`src/rtl/smx_pkg.sv`:
```
// Shared constants, codes and command types of the stack machine execute unit.
package smx_pkg;

  localparam int STACK_DEPTH = 1024;
  localparam int CODE_DEPTH  = 1024;
  localparam int MAX_LEVEL   = 15;

  localparam int SA_W   = $clog2(STACK_DEPTH);
  localparam int TOP_W  = SA_W + 1;
  localparam int PC_W   = $clog2(CODE_DEPTH);
  localparam int ADDR_W = 34;
  localparam int LVL_W  = 4;
  localparam int NPC_W  = 10;
  localparam int DW     = 32;

  typedef enum logic [4:0] {
    OP_LA, OP_LV, OP_LC, OP_LI, OP_INT, OP_DCT, OP_J, OP_FJ, OP_HL, OP_ST,
    OP_CALL, OP_EP, OP_EF, OP_RC, OP_RI, OP_WRC, OP_WRI, OP_WLN,
    OP_ADD, OP_SUB, OP_MUL, OP_DIV, OP_NEG, OP_CV,
    OP_EQ, OP_NE, OP_GT, OP_LT, OP_GE, OP_LE, OP_BP, OP_BAD
  } op_t;

  typedef enum logic [2:0] {K_NONE, K_INT, K_CHR, K_NL, K_BP} kind_t;

  typedef enum logic [1:0] {ST_OK, ST_BADOP, ST_DIVZ, ST_STACK} status_t;

  typedef enum logic [3:0] {
    A_T, A_TM1, A_T1, A_T2, A_T3, A_T4, A_B1, A_B2, A_CUR3, A_CURQ, A_X
  } addr_sel_t;

  typedef enum logic [3:0] {
    D_CURQ, D_X, D_Q, D_Y, D_INV, D_NEGX, D_R, D_B, D_PC, D_CUR
  } wdat_sel_t;

  typedef enum logic [2:0] {
    NT_SAME, NT_INC, NT_DEC, NT_DEC2, NT_ADDQ, NT_SUBQ, NT_BM1, NT_B
  } nt_sel_t;

  typedef enum logic [1:0] {NB_SAME, NB_T1, NB_Y} nb_sel_t;

  typedef enum logic [2:0] {P_INC, P_Q, P_FJ, P_SAME, P_X1} pc_sel_t;

  typedef struct packed {
    op_t       op;
    logic      latch;
    logic      rd_en;
    logic      wr_en;
    addr_sel_t as;
    wdat_sel_t wd;
    logic      cap_x;
    logic      cap_y;
    logic      cap_cur;
    logic      cap_r;
    logic      div_start;
    logic      chk_wr;
    nt_sel_t   nt;
    nb_sel_t   nb;
    pc_sel_t   pcs;
    logic      fin;
    kind_t     kind;
    logic      hlt;
    status_t   st;
  } cmd_t;

  typedef struct packed {
    logic halted;
    logic addr_bad;
    logic chk_bad;
    logic y_zero;
    logic div_done;
  } dp_stat_t;

endpackage

```
`src/rtl/smx_ctrl.sv`:
```
// Controller: decodes the opcode and sequences stack reads, checks, writes and the result beat.
module smx_ctrl
  import smx_pkg::*;
(
  input  logic             clk,
  input  logic             rst,
  input  logic             cmd_valid,
  output logic             cmd_stall,
  input  logic [4:0]       action,
  input  logic [LVL_W-1:0] level,
  output logic             res_valid,
  input  logic             res_stall,
  input  dp_stat_t         stat,
  output cmd_t             cmd
);

  typedef enum logic [3:0] {
    S_IDLE, S_WALK, S_WALKC, S_RD1, S_RD1C, S_RD2, S_RD2C,
    S_DIVS, S_DIV, S_CHK, S_WR, S_FIN
  } state_t;

  typedef struct packed {
    logic      walk;
    logic      rd1;
    addr_sel_t ra1;
    logic      rd2;
    addr_sel_t ra2;
    logic      div;
    logic [1:0] nwr;
    addr_sel_t wa;
    wdat_sel_t wd;
    logic      chk_wr;
    nt_sel_t   nt;
    nb_sel_t   nb;
    pc_sel_t   pcs;
    kind_t     kind;
    logic      hlt;
  } plan_t;

  function automatic plan_t decode(op_t op);
    plan_t p;
    p = '0;
    unique case (op) inside
      OP_LA: begin
        p.walk = 1'b1; p.nwr = 2'd1; p.wa = A_T1; p.wd = D_CURQ; p.nt = NT_INC;
      end
      OP_LV: begin
        p.walk = 1'b1; p.rd1 = 1'b1; p.ra1 = A_CURQ;
        p.nwr = 2'd1; p.wa = A_T1; p.wd = D_X; p.nt = NT_INC;
      end
      OP_LC: begin
        p.nwr = 2'd1; p.wa = A_T1; p.wd = D_Q; p.nt = NT_INC;
      end
      OP_LI: begin
        p.rd1 = 1'b1; p.ra1 = A_T; p.rd2 = 1'b1; p.ra2 = A_X;
        p.nwr = 2'd1; p.wa = A_T; p.wd = D_Y;
      end
      OP_INT: p.nt = NT_ADDQ;
      OP_DCT: p.nt = NT_SUBQ;
      OP_J:   p.pcs = P_Q;
      OP_FJ: begin
        p.rd1 = 1'b1; p.ra1 = A_T; p.pcs = P_FJ; p.nt = NT_DEC;
      end
      OP_HL: begin
        p.pcs = P_SAME; p.hlt = 1'b1;
      end
      OP_ST: begin
        p.rd1 = 1'b1; p.ra1 = A_TM1; p.rd2 = 1'b1; p.ra2 = A_T;
        p.nwr = 2'd1; p.wa = A_X; p.wd = D_Y; p.nt = NT_DEC2;
      end
      OP_CALL: begin
        p.walk = 1'b1; p.nwr = 2'd3; p.wa = A_T4; p.nb = NB_T1; p.pcs = P_Q;
      end
      OP_EP, OP_EF: begin
        p.rd1 = 1'b1; p.ra1 = A_B2; p.rd2 = 1'b1; p.ra2 = A_B1;
        p.nt = (op == OP_EP) ? NT_BM1 : NT_B; p.nb = NB_Y; p.pcs = P_X1;
      end
      OP_RC, OP_RI: begin
        p.rd1 = 1'b1; p.ra1 = A_T; p.nwr = 2'd1; p.wa = A_X; p.wd = D_INV;
        p.nt = NT_DEC;
      end
      OP_WRC, OP_WRI: begin
        p.rd1 = 1'b1; p.ra1 = A_T; p.nt = NT_DEC;
        p.kind = (op == OP_WRI) ? K_INT : K_CHR;
      end
      OP_WLN: p.kind = K_NL;
      OP_NEG: begin
        p.rd1 = 1'b1; p.ra1 = A_T; p.nwr = 2'd1; p.wa = A_T; p.wd = D_NEGX;
      end
      OP_CV: begin
        p.rd1 = 1'b1; p.ra1 = A_T; p.nwr = 2'd1; p.wa = A_T1; p.wd = D_X;
        p.nt = NT_INC;
      end
      OP_ADD, OP_SUB, OP_MUL, OP_DIV, OP_EQ, OP_NE, OP_GT, OP_LT, OP_GE, OP_LE: begin
        p.rd1 = 1'b1; p.ra1 = A_TM1; p.rd2 = 1'b1; p.ra2 = A_T;
        p.div = (op == OP_DIV); p.nwr = 2'd1; p.wa = A_TM1; p.wd = D_R;
        p.nt = NT_DEC;
      end
      OP_BP:  p.kind = K_BP;
      default: p.kind = K_NONE;
    endcase
    p.chk_wr = (p.nwr != 2'd0);
    return p;
  endfunction

  state_t          state;
  status_t         st;
  op_t             op_q;
  logic [LVL_W-1:0] cnt;
  logic [1:0]      widx;
  plan_t           pl;
  plan_t           pl_in;
  logic            accept;
  logic            slot_free;
  logic [LVL_W-1:0] lvl_sat;

  assign pl        = decode(op_q);
  assign pl_in     = decode(op_t'(action));
  assign cmd_stall = (state != S_IDLE);
  assign accept    = cmd_valid && (state == S_IDLE);
  assign slot_free = !res_valid || !res_stall;
  assign lvl_sat   = (level > LVL_W'(MAX_LEVEL)) ? LVL_W'(MAX_LEVEL) : level;

  always_comb begin
    cmd      = '0;
    cmd.op   = op_q;
    cmd.nt   = pl.nt;
    cmd.nb   = pl.nb;
    cmd.pcs  = pl.pcs;
    cmd.kind = pl.kind;
    cmd.hlt  = pl.hlt;
    cmd.st   = st;
    cmd.as   = pl.wa;
    cmd.wd   = pl.wd;
    unique case (state)
      S_IDLE:  cmd.latch = accept;
      S_WALK: begin
        cmd.as    = A_CUR3;
        cmd.rd_en = (cnt != '0);
      end
      S_WALKC: cmd.cap_cur = 1'b1;
      S_RD1: begin
        cmd.as    = pl.ra1;
        cmd.rd_en = 1'b1;
      end
      S_RD1C:  cmd.cap_x = 1'b1;
      S_RD2: begin
        cmd.as    = pl.ra2;
        cmd.rd_en = 1'b1;
      end
      S_RD2C:  cmd.cap_y = 1'b1;
      S_DIVS:  cmd.div_start = 1'b1;
      S_DIV:   cmd.div_start = 1'b0;
      S_CHK: begin
        cmd.chk_wr = pl.chk_wr;
        cmd.cap_r  = 1'b1;
      end
      S_WR: begin
        cmd.wr_en = 1'b1;
        if (op_q == OP_CALL) begin
          unique case (widx)
            2'd0:    begin cmd.as = A_T2; cmd.wd = D_B;   end
            2'd1:    begin cmd.as = A_T3; cmd.wd = D_PC;  end
            default: begin cmd.as = A_T4; cmd.wd = D_CUR; end
          endcase
        end
      end
      S_FIN:   cmd.fin = slot_free;
      default: cmd.fin = 1'b0;
    endcase
  end

  always_ff @(posedge clk) begin
    if (rst) begin
      state     <= S_IDLE;
      st        <= ST_OK;
      op_q      <= OP_BAD;
      cnt       <= '0;
      widx      <= '0;
      res_valid <= 1'b0;
    end else begin
      if (res_valid && !res_stall) res_valid <= 1'b0;
      unique case (state)
        S_IDLE: begin
          if (accept) begin
            op_q <= op_t'(action);
            cnt  <= pl_in.walk ? lvl_sat : '0;
            widx <= '0;
            if (stat.halted) begin
              st    <= ST_OK;
              state <= S_FIN;
            end else if (op_t'(action) == OP_BAD) begin
              st    <= ST_BADOP;
              state <= S_FIN;
            end else begin
              st    <= ST_OK;
              state <= S_WALK;
            end
          end
        end
        S_WALK: begin
          if (cnt == '0) begin
            state <= pl.rd1 ? S_RD1 : S_CHK;
          end else if (stat.addr_bad) begin
            st    <= ST_STACK;
            state <= S_FIN;
          end else begin
            state <= S_WALKC;
          end
        end
        S_WALKC: begin
          cnt   <= cnt - LVL_W'(1);
          state <= S_WALK;
        end
        S_RD1: begin
          if (stat.addr_bad) begin
            st    <= ST_STACK;
            state <= S_FIN;
          end else begin
            state <= S_RD1C;
          end
        end
        S_RD1C: state <= pl.rd2 ? S_RD2 : S_CHK;
        S_RD2: begin
          if (stat.addr_bad) begin
            st    <= ST_STACK;
            state <= S_FIN;
          end else begin
            state <= S_RD2C;
          end
        end
        S_RD2C: state <= pl.div ? S_DIVS : S_CHK;
        S_DIVS: state <= S_DIV;
        S_DIV: begin
          if (stat.div_done) state <= S_CHK;
        end
        S_CHK: begin
          if (stat.chk_bad) begin
            st    <= ST_STACK;
            state <= S_FIN;
          end else if (pl.div && stat.y_zero) begin
            st    <= ST_DIVZ;
            state <= S_FIN;
          end else if (pl.nwr != 2'd0) begin
            state <= S_WR;
          end else begin
            state <= S_FIN;
          end
        end
        S_WR: begin
          widx <= widx + 2'd1;
          if (widx == pl.nwr - 2'd1) state <= S_FIN;
        end
        S_FIN: begin
          if (slot_free) begin
            res_valid <= 1'b1;
            state     <= S_IDLE;
          end
        end
        default: state <= S_IDLE;
      endcase
    end
  end

endmodule

```
`config.mk`:
```
export PLATFORM = sky130hd
export DESIGN_NAME = smx_ctrl
export DESIGN_NICKNAME = d
export VERILOG_FILES = /design/src/rtl/smx_pkg.sv /design/src/rtl/smx_ctrl.sv
export SDC_FILE = /design/constraint.sdc
export NUM_CORES = 1
export LEC_CHECK = 0
export BUFFER_PORTS_ARGS = -buffer_cell sky130_fd_sc_hd__buf_2
export CAP_MARGIN = 20
export CORE_MARGIN = 2
export CORE_UTILIZATION = 45
export CTS_CLUSTER_SIZE = 12
export DETAILED_ROUTE_END_ITERATION = 10
export PLACE_DENSITY = 0.71
export SYNTH_ARGS = -nofsm -noshare
export SYNTH_HDL_FRONTEND = slang
export SYNTH_SLANG_ARGS = --single-unit
```
`constraint.sdc`:
```
create_clock -name clk -period 1.9 [get_ports clk]
set_input_delay 0.38 -clock clk [delete_from_list [all_inputs] [get_ports clk]]
set_output_delay 0.38 -clock clk [all_outputs]
set_load 0.05 [all_outputs]
```
# Word-level counts from Yosys, hierarchy flattened

Index checks and enable logic that the tools add are counted.

Register bits: 18
Input port bits: 18
Output and inout bits: 39
Logic and storage cells: 160

$add $sub $neg: 3
Magnitude comparators: 1
Equality and inequality tests: 52
Mux-type cells: 61
Reductions and logical operators: 37

Operators with widths:

| operator                                                         | number |
|---|---|
| 5-bit == test (second input constant)                            | 16 |
| 4-bit two-way mux                                                | 17 |
| 4-bit case mux with 12 select lines                              | 1 |
| 5-bit by 4-bit == test with 1-bit output (second input constant) | 9 |
| 3-bit case mux with 6 select lines                               | 2 |
| 6-bit case mux with 5 select lines                               | 1 |
| 1-bit two-way mux                                                | 21 |
| 5-bit by 3-bit == test with 1-bit output (second input constant) | 4 |
| 5-bit case mux with 4 select lines                               | 1 |
| 4-bit by 3-bit == test with 1-bit output (second input constant) | 4 |
| 4-bit == test (second input constant)                            | 4 |
| 4-bit case mux with 4 select lines                               | 1 |
| 2-bit OR reduction                                               | 8 |
| 5-bit case mux with 3 select lines                               | 1 |
| 15-bit OR reduction                                              | 1 |
| 2-bit two-way mux                                                | 7 |
| 7-bit case mux with 2 select lines                               | 1 |
| 3-bit case mux with 4 select lines                               | 1 |
| 4-bit nonzero test                                               | 3 |
| 11-bit OR reduction                                              | 1 |
| 5-bit by 1-bit == test with 1-bit output (second input constant) | 2 |
| 5-bit by 2-bit == test with 1-bit output (second input constant) | 2 |
| 5-bit logical NOT                                                | 2 |
| 2-bit != test (second input constant)                            | 5 |
| 27 further kinds                                                 | 39 |

# Depth between registers and ports, before layout

Gate-level depths: netlist of the first run.

Depth in word-level cells: 8
Mapped depth: 8
Mapped depth without buffers: 7

# Worst setup path after synthesis of the first run

No wires, ideal clock.

Path type: flip-flop to output port
Start point: register op_q[2]
End point: output cmd[26] (netlist name)
Data arrival time: 2.810 ns
Data required time: 1.520 ns
Setup slack: -1.290 ns
Stages on the path, launching flop included: 7
Path buffers: 1
Cell sequence: dfxtp_1 buf_4 or3b_1 a21boi_1 nand3_1 nand3_1 a31o_1

RTL lines:

| element                  | RTL line        | source |
|---|---|---|
| start: declaration       | smx_ctrl.sv:108 | `op_t op_q;` |
| start signal: assignment | smx_ctrl.sv:186 | `op_q <= op_t'(action);` |
| end: declaration         | smx_ctrl.sv:14  | `output cmd_t cmd` |

==> flow_metrics.py, run 1 <==
metrics = {
    "logic_synthesis": {
        "synth-xor-area-share": 0.008739,
        "synth_common_cells": "nor2_1 (38), nand2_1 (27), a21oi_1 (20)",
        "synth_cells": 291,
        "synth-compound-area-share": 0.2965,
        "ys.flop_type": "dfxtp_1",
        "yosysMostFrequentCell": "nor2_1",
        "synth_nets": 312,
        "synth-async-reset-ratio": 0,
        "synth.area.mux_share": 0.02060,
        "synth_top_area_frac": 0.1798,
        "synth_edf_count": 0,
        "ys_ff_latch": 18,
        "synthSimpleGateAreaFrac": 0.3783,
        "synth_area_um2": 2004,
        "yosys_warnings": 0,
        "synth_area_leaders": "dfxtp_1 (18%), nor2_1 (7.1%), nand2_1 (5.1%)",
        "ys_types": 65,
        "synth_top_family_by_area": "simple AND/OR/NAND/NOR gates",
        "synthAdderAreaFrac": 0.01873,
        "syn_avg_cell_area_um2": 6.888,
        "yosysTopAreaCell": "dfxtp_1",
        "synth-seq-area-share": 0.1798,
    },
    "pwr": {
        "peakVddDrop_uv": 1288,
        "cellLeakagePower_uw": 0.001571,
        "power.density_nw_per_um2": 1600,
        "power_uw": 5472,
    },
    "sta": {
        "final-hold-violation-count": 0,
        "setup_tns_ns": -1.073,
        "finalCritPeriodShare": 1.093,
        "rsz0062_at_grt": "true",
        "hold_ws_ns": 0.3646,
        "clock_skew_ns": 0.002013,
        "slew_viol_final": 0,
        "layout_setup_ws_ns": -0.1760,
        "final.min_clock_period_ns": 2.076,
        "setup_viol": 10,
        "fmax_ghz": 0.4817,
        "slew_headroom": 0.6894,
        "worstMarginPinSlew_ns": 0.4645,
    },
    "routing": {
        "drtIter0Drc": 365,
        "wl_met1_mm": 3.151,
        "met2_length_mm": 3.599,
        "route.detailed.drc": 0,
        "drtAntennaViolNets": 0,
        "routed_via_density": 6.034,
        "vias": 2697,
        "route.met3.wl_um": 476,
        "wl_per_cell_um": 16.57,
        "top_layer": "met4",
        "drtPass1Iterations": 5,
        "routed_wl_mm": 7.406,
    },
    "placed_design": {
        "io_buffers": 56,
        "place.gp.congestion": 0.9229,
        "dp_slack_ns": -0.006204,
        "dpl.hpwl_mm": 5.147,
    },
    "cts": {
        "clk_pin_slew_worst_paths_ns": 0.07,
        "cts_num_sinks": 18,
        "numCtsBuffers": 3,
        "cts_tree": "done",
        "cts_root_buf": "clkbuf_8",
        "htree_levels": 1,
        "insertion_delay_ns": 0.25,
        "clk_path_buf_depth": 2,
    },
    "status": {
        "status": "finished with violations",
        "violations": "negative setup slack",
    },
    "layout": {
        "area_delta_synth_final_pct": 70.60,
        "nFillCells": 304,
        "antenna_cells": 0,
        "final_util": 0.7908,
        "final_layout_size_suffix_gt1_frac": 0.5316,
        "regArea_um2": 389.1,
        "fin_nets": 417,
        "multi_input_comb_area_um2": 1813,
    },
    "hold_path": {
        "whs_endpoint": "op_q[0]",
        "min_from": "action[0]",
        "hp-class": "in -> reg",
        "holdPathStages": 3,
    },
    "worst_setup_path": {
        "cp.buffers_inverters": 2,
        "reg2reg_depth": 7,
        "r2r_slack_ns": 0.09,
        "crit_path_end_kind": "output port",
        "arrival_ns": 1.70,
        "worstSetupPathType": "reg -> out",
        "r2r-start": "op_q[1]",
        "crit_required_ns": 1.52,
        "path_delay_family": "simple AND/OR/NAND/NOR gates",
        "worstSetupStartpointType": "flop",
        "critPathSlowestCell": "or3b_4",
        "reg2reg_to": "st[0]",
        "crit_fanout": 8,
        "max_stage_delay_ns": 0.42,
        "worstPathCellList": "or3b_4 > a21boi_4 > nand3_2 > buf_6 > nand2_4 > buf_8",
    },
    "floorplan": {
        "die_h_um": 70.74,
        "start_util": 0.4635,
        "num_rows": 24,
        "ios": 57,
        "core_area_um2": 4324,
        "dieArea_um2": 5004,
        "die_w_um": 70.74,
    },
    "grt": {
        "grt_max_degree": 22,
        "grt_pass1_vias": 2308,
        "track_usage": 0.2749,
        "antenna_found_initial": 0,
        "grt_pass1_wl_mm": 11.21,
        "grt_overflow": 0,
    },
    "run": {
        "cap_violations": 0,
    },
}
-- report_power, final --
part           internal [uW]  leakage [uW]  switching [uW]
clock                    184     0.0000288             126
sequential               520      0.000150             140
combinational           1890       0.00139            2610
-- area by class of cell --
class | count | area share
multi-input combinational | 232 | 0.5302
timing repair buffer | 124 | 0.3022
sequential | 18 | 0.1138
tap | 52 | 0.01903
inverter | 17 | 0.01866
clock buffer | 4 | 0.01610
-- routing by layer --
layer / vias up / GRT usage
li1: 1268 / -
met1: 1291 / 0.3970
met2: 116 / 0.4424
met3: 22 / 0.01994
met4: 0 / 0.07547
met5: - / 0
-- flip-flops by register name, summed over array words and instances (netlist names) --
register	count
op_q	5
state	4
res_valid	1
cnt	4
st	2
widx	2
-- placed cells by master, fill, tap and decap left out, drive strengths merged, types with 3 or more instances in the layout --
cell and n:
buf 123, nor2 38, nand2 29, a21oi 20
o21ai 18, dfxtp 18, inv 17, nand3 13
nor2b 10, nor3 9, a221oi 6, nand3b 5
nand2b 5, clkbuf 5, nand4 4, a211o 4
nor3b 4, o31ai 4, o21a 4, or3 4
mux2i 3, and3 3, or2 3, or3b 3
a21boi 3, a211oi 3, a31o 3, ha 3
-- stage by stage --
stage          area [um^2]  instances
6_report              3420        447
5_1_grt               3420        447
4_1_cts               3168        437
3_5_place_dp          2851        424
3_3_place_gp          2851        424
2_1_floorplan         2250        291
-- cell families (layout without fill, tap and decap cells) --
kind of cell	after synthesis	count (layout)
AO/OA/AOI/OAI	85	85
multiplexers	4	4
AND/OR/NAND/NOR	138	138
flip-flops	18	18
adder cells (fa/ha/maj)	3	3
XOR/XNOR	2	2
buffers and inverters	41	145
-- how the worst max path moves through the flow --
stage,startpoint,depth (start not counted),slack [ns],to
after global routing,op_q[2],6,-0.22,cmd[27]
after floorplan,state[2],5,-0.36,cmd[21]
final,op_q[2],6,-0.18,cmd[27]
after global placement,op_q[0],7,0.01,cmd[25]
after CTS,op_q[2],7,-0.15,cmd[26]
after detailed placement,op_q[0],7,-0.006,cmd[25]
-- worst register-to-register path, stage by stage, from the launching register on --
cell	delay, ns
dfxtp_4	0.37
buf_4	0.17
nand2b_1	0.20
o211a_1	0.28
nor4_2	0.24
buf_4	0.17
mux2i_1	0.19
nor2_1	0.06
-- what timing repair did --
item                                   in CTS  in global routing
hold buffers                                0                  0
endpoints found under the hold margin       0                  0
pin swaps                                   7                 13
setup endpoints to repair                  20                 27
gates resized for setup                    61                 50
setup buffers                               9                 11
No activity file was read; power rests on OpenSTA's default activity.
==> inputs of run 2 (changes only) <==
CORE_UTILIZATION = 50   (was 45)
PLACE_DENSITY = 0.77   (was 0.71)
==> run 2 against run 1 <==
  * The flow still finishes with violations (negative setup slack)
  * Non-clock buffer count rose by 8
  * Utilization rose by 9.6 points
  * Worst hold slack got worse by 0.0026 ns
  * Wire length rose by 23%
  * Register-to-register slack got worse by 0.07 ns
  * Largest cell class unchanged
==> flow_metrics.py, run 2 (same netlist as run 1, synthesis figures left out) <==
metrics = {
    "sta": {
        "slew_viol_final": 0,
        "fmax_ghz": 0.4707,
        "worstMarginPinSlew_ns": 0.4517,
        "slew_headroom": 0.6989,
        "finalCritPeriodShare": 1.118,
        "clock_skew_ns": 0.004610,
        "layout_setup_ws_ns": -0.2247,
        "final.min_clock_period_ns": 2.125,
        "final-hold-violation-count": 0,
        "rsz0062_at_grt": "true",
        "setup_viol": 20,
    },
    "routing": {
        "wl_per_cell_um": 20.15,
        "drtPass1Iterations": 6,
        "drtAntennaViolNets": 0,
        "drtIter0Drc": 470,
        "vias": 2966,
        "routed_via_density": 6.547,
        "routed_wl_mm": 9.128,
        "route.detailed.drc": 0,
    },
    "placed_design": {
        "place.gp.congestion": 0.9546,
        "dpl.hpwl_mm": 5.426,
        "dp_cells": 434,
        "io_buffers": 56,
        "dp_slack_ns": -0.005981,
    },
    "pwr": {
        "p_seq_frac": 0.119,
        "cellLeakagePower_uw": 0.001601,
        "peakVddDrop_uv": 1213,
        "switching_share": 0.5419,
        "power_uw": 5653,
        "internal_power_uw": 2590,
        "power.density_nw_per_um2": 1628,
        "p_sw_uw": 3063,
        "combinationalPowerShare": 0.833,
        "p_clk_frac": 0.048,
    },
    "floorplan": {
        "start_util": 0.5121,
        "dieArea_um2": 4531,
        "core_area_um2": 3914,
        "num_rows": 23,
        "ios": 57,
        "die_w_um": 67.32,
        "die_h_um": 67.32,
    },
    "grt": {
        "antenna_found_initial": 0,
        "grt_pass1_wl_mm": 11.43,
        "grt_pass1_vias": 2419,
        "grt_max_degree": 20,
        "track_usage": 0.3343,
        "grt_overflow": 0,
    },
    "layout": {
        "antenna_cells": 0,
        "layout_common_cells": "buf_4 (60), nor2_1 (32), buf_2 (32)",
        "final_util": 0.8871,
        "largest_reg_flops": 5,
        "area_delta_synth_final_pct": 73.22,
        "fin_nets": 425,
        "largest-register": "op_q",
        "final_cells": 453,
        "final_common_cell": "buf_4",
        "top_regs": "op_q (5), cnt (4), state (4)",
        "nFillCells": 188,
        "final_layout_size_suffix_gt1_frac": 0.5434,
    },
    "hold_path": {
        "whs_endpoint": "op_q[2]",
        "min_from": "action[2]",
        "hp-class": "in -> reg",
        "holdPathStages": 2,
    },
    "cts": {
        "clk_path_buf_depth": 2,
        "clk_pin_slew_worst_paths_ns": 0.07,
        "htree_levels": 1,
        "cts_root_buf": "clkbuf_8",
        "cts_tree": "done",
        "cts_num_sinks": 18,
        "insertion_delay_ns": 0.26,
        "numCtsBuffers": 3,
    },
    "status": {
        "status": "finished with violations",
        "violations": "negative setup slack",
    },
    "worst_setup_path": {
        "arrival_ns": 1.74,
        "crit_required_ns": 1.52,
        "crit_start": "op_q[1]",
        "crit_fanout": 9,
        "worstSetupStartpointType": "flop",
        "reg2reg_depth": 6,
        "r2r-start": "op_q[1]",
        "r2r_slack_ns": 0.02,
        "reg2reg_to": "state[0]",
        "crit_path_end_kind": "output port",
        "worstSetupPathType": "reg -> out",
    },
    "run": {
        "cap_violations": 0,
    },
}
run 2: changes by cell type in the layout (fill, tap and decap cells not counted), sizes merged:
| cell | delta |
|---|---|
| clkinv | +1 |
| clkbuf | +1 |
| buf | +6 |
run 2: final cells by class:
cell class              instances  area (um^2)  share of cell area
clock inverters                 1        3.754            0.001081
flip-flops and latches         18        394.1              0.1135
multi-input cells             232         1803              0.5193
well taps                      50        62.56             0.01802
inverters                      17        66.31             0.01910
clock buffers                   3        41.29             0.01189
repair buffers                132         1101              0.3171
run 2: power groups by stage:
| stage | combinational, uW | clock [uW] | sequential (uW) |
|---|---|---|---|
| floorplan | 2530 | 0 | 784 |
| global placement | 3720 | 0 | 638 |
| detailed placement | 3760 | 0 | 644 |
| CTS | 4130 | 276 | 646 |
| global route | 4900 | 286 | 686 |
| finish | 4710 | 270 | 675 |
run 2: critical path: stages (launching register included):
cell and delay, ns:
dfxtp_4 0.42, buf_4 0.19, nand3b_1 0.17, a21boi_4 0.23, nand3_2 0.13, nand3_2 0.11, a31o_4 0.10, buf_8 0.14
run 2: layer usage:
metal  up-vias  track usage  routed length (um)
met4         0       0.1531                 707
met5         -            0                   0
met1      1329       0.4313                3161
li1       1279            -                   -
met2       273       0.5545                4317
met3        85      0.04167                 942
run 2: how the worst max path moves through the flow:
| stage | end | slack (ns) |
|---|---|---|
| 4_1_cts | cmd[25] | -0.18 |
| 5_1_grt | cmd[26] | -0.35 |
| 3_3_place_gp | cmd[22] | 0.01 |
| 3_5_place_dp | cmd[26] | -0.006 |
| 6_report | cmd[26] | -0.22 |
| 2_1_floorplan | cmd[21] | -0.36 |
run 2: metrics by stage:
stage	cell area, um^2	hold slack (ns)	TNS, ns
2_1_floorplan	2250	0.4570	-2.099
3_3_place_gp	2914	0.4738	0
3_5_place_dp	2914	0.4849	-0.01006
4_1_cts	3231	0.3584	-1.318
5_1_grt	3472	0.3743	-3.348
6_report	3472	0.3620	-2.232
run 2: repair_timing:
item                                   CTS  global route
hold buffers                             0             0
resized for setup                       67            53
setup endpoints to repair               22            30
buffers inserted                         9             7
endpoints found under the hold margin    0             0
pin swaps                               10             7
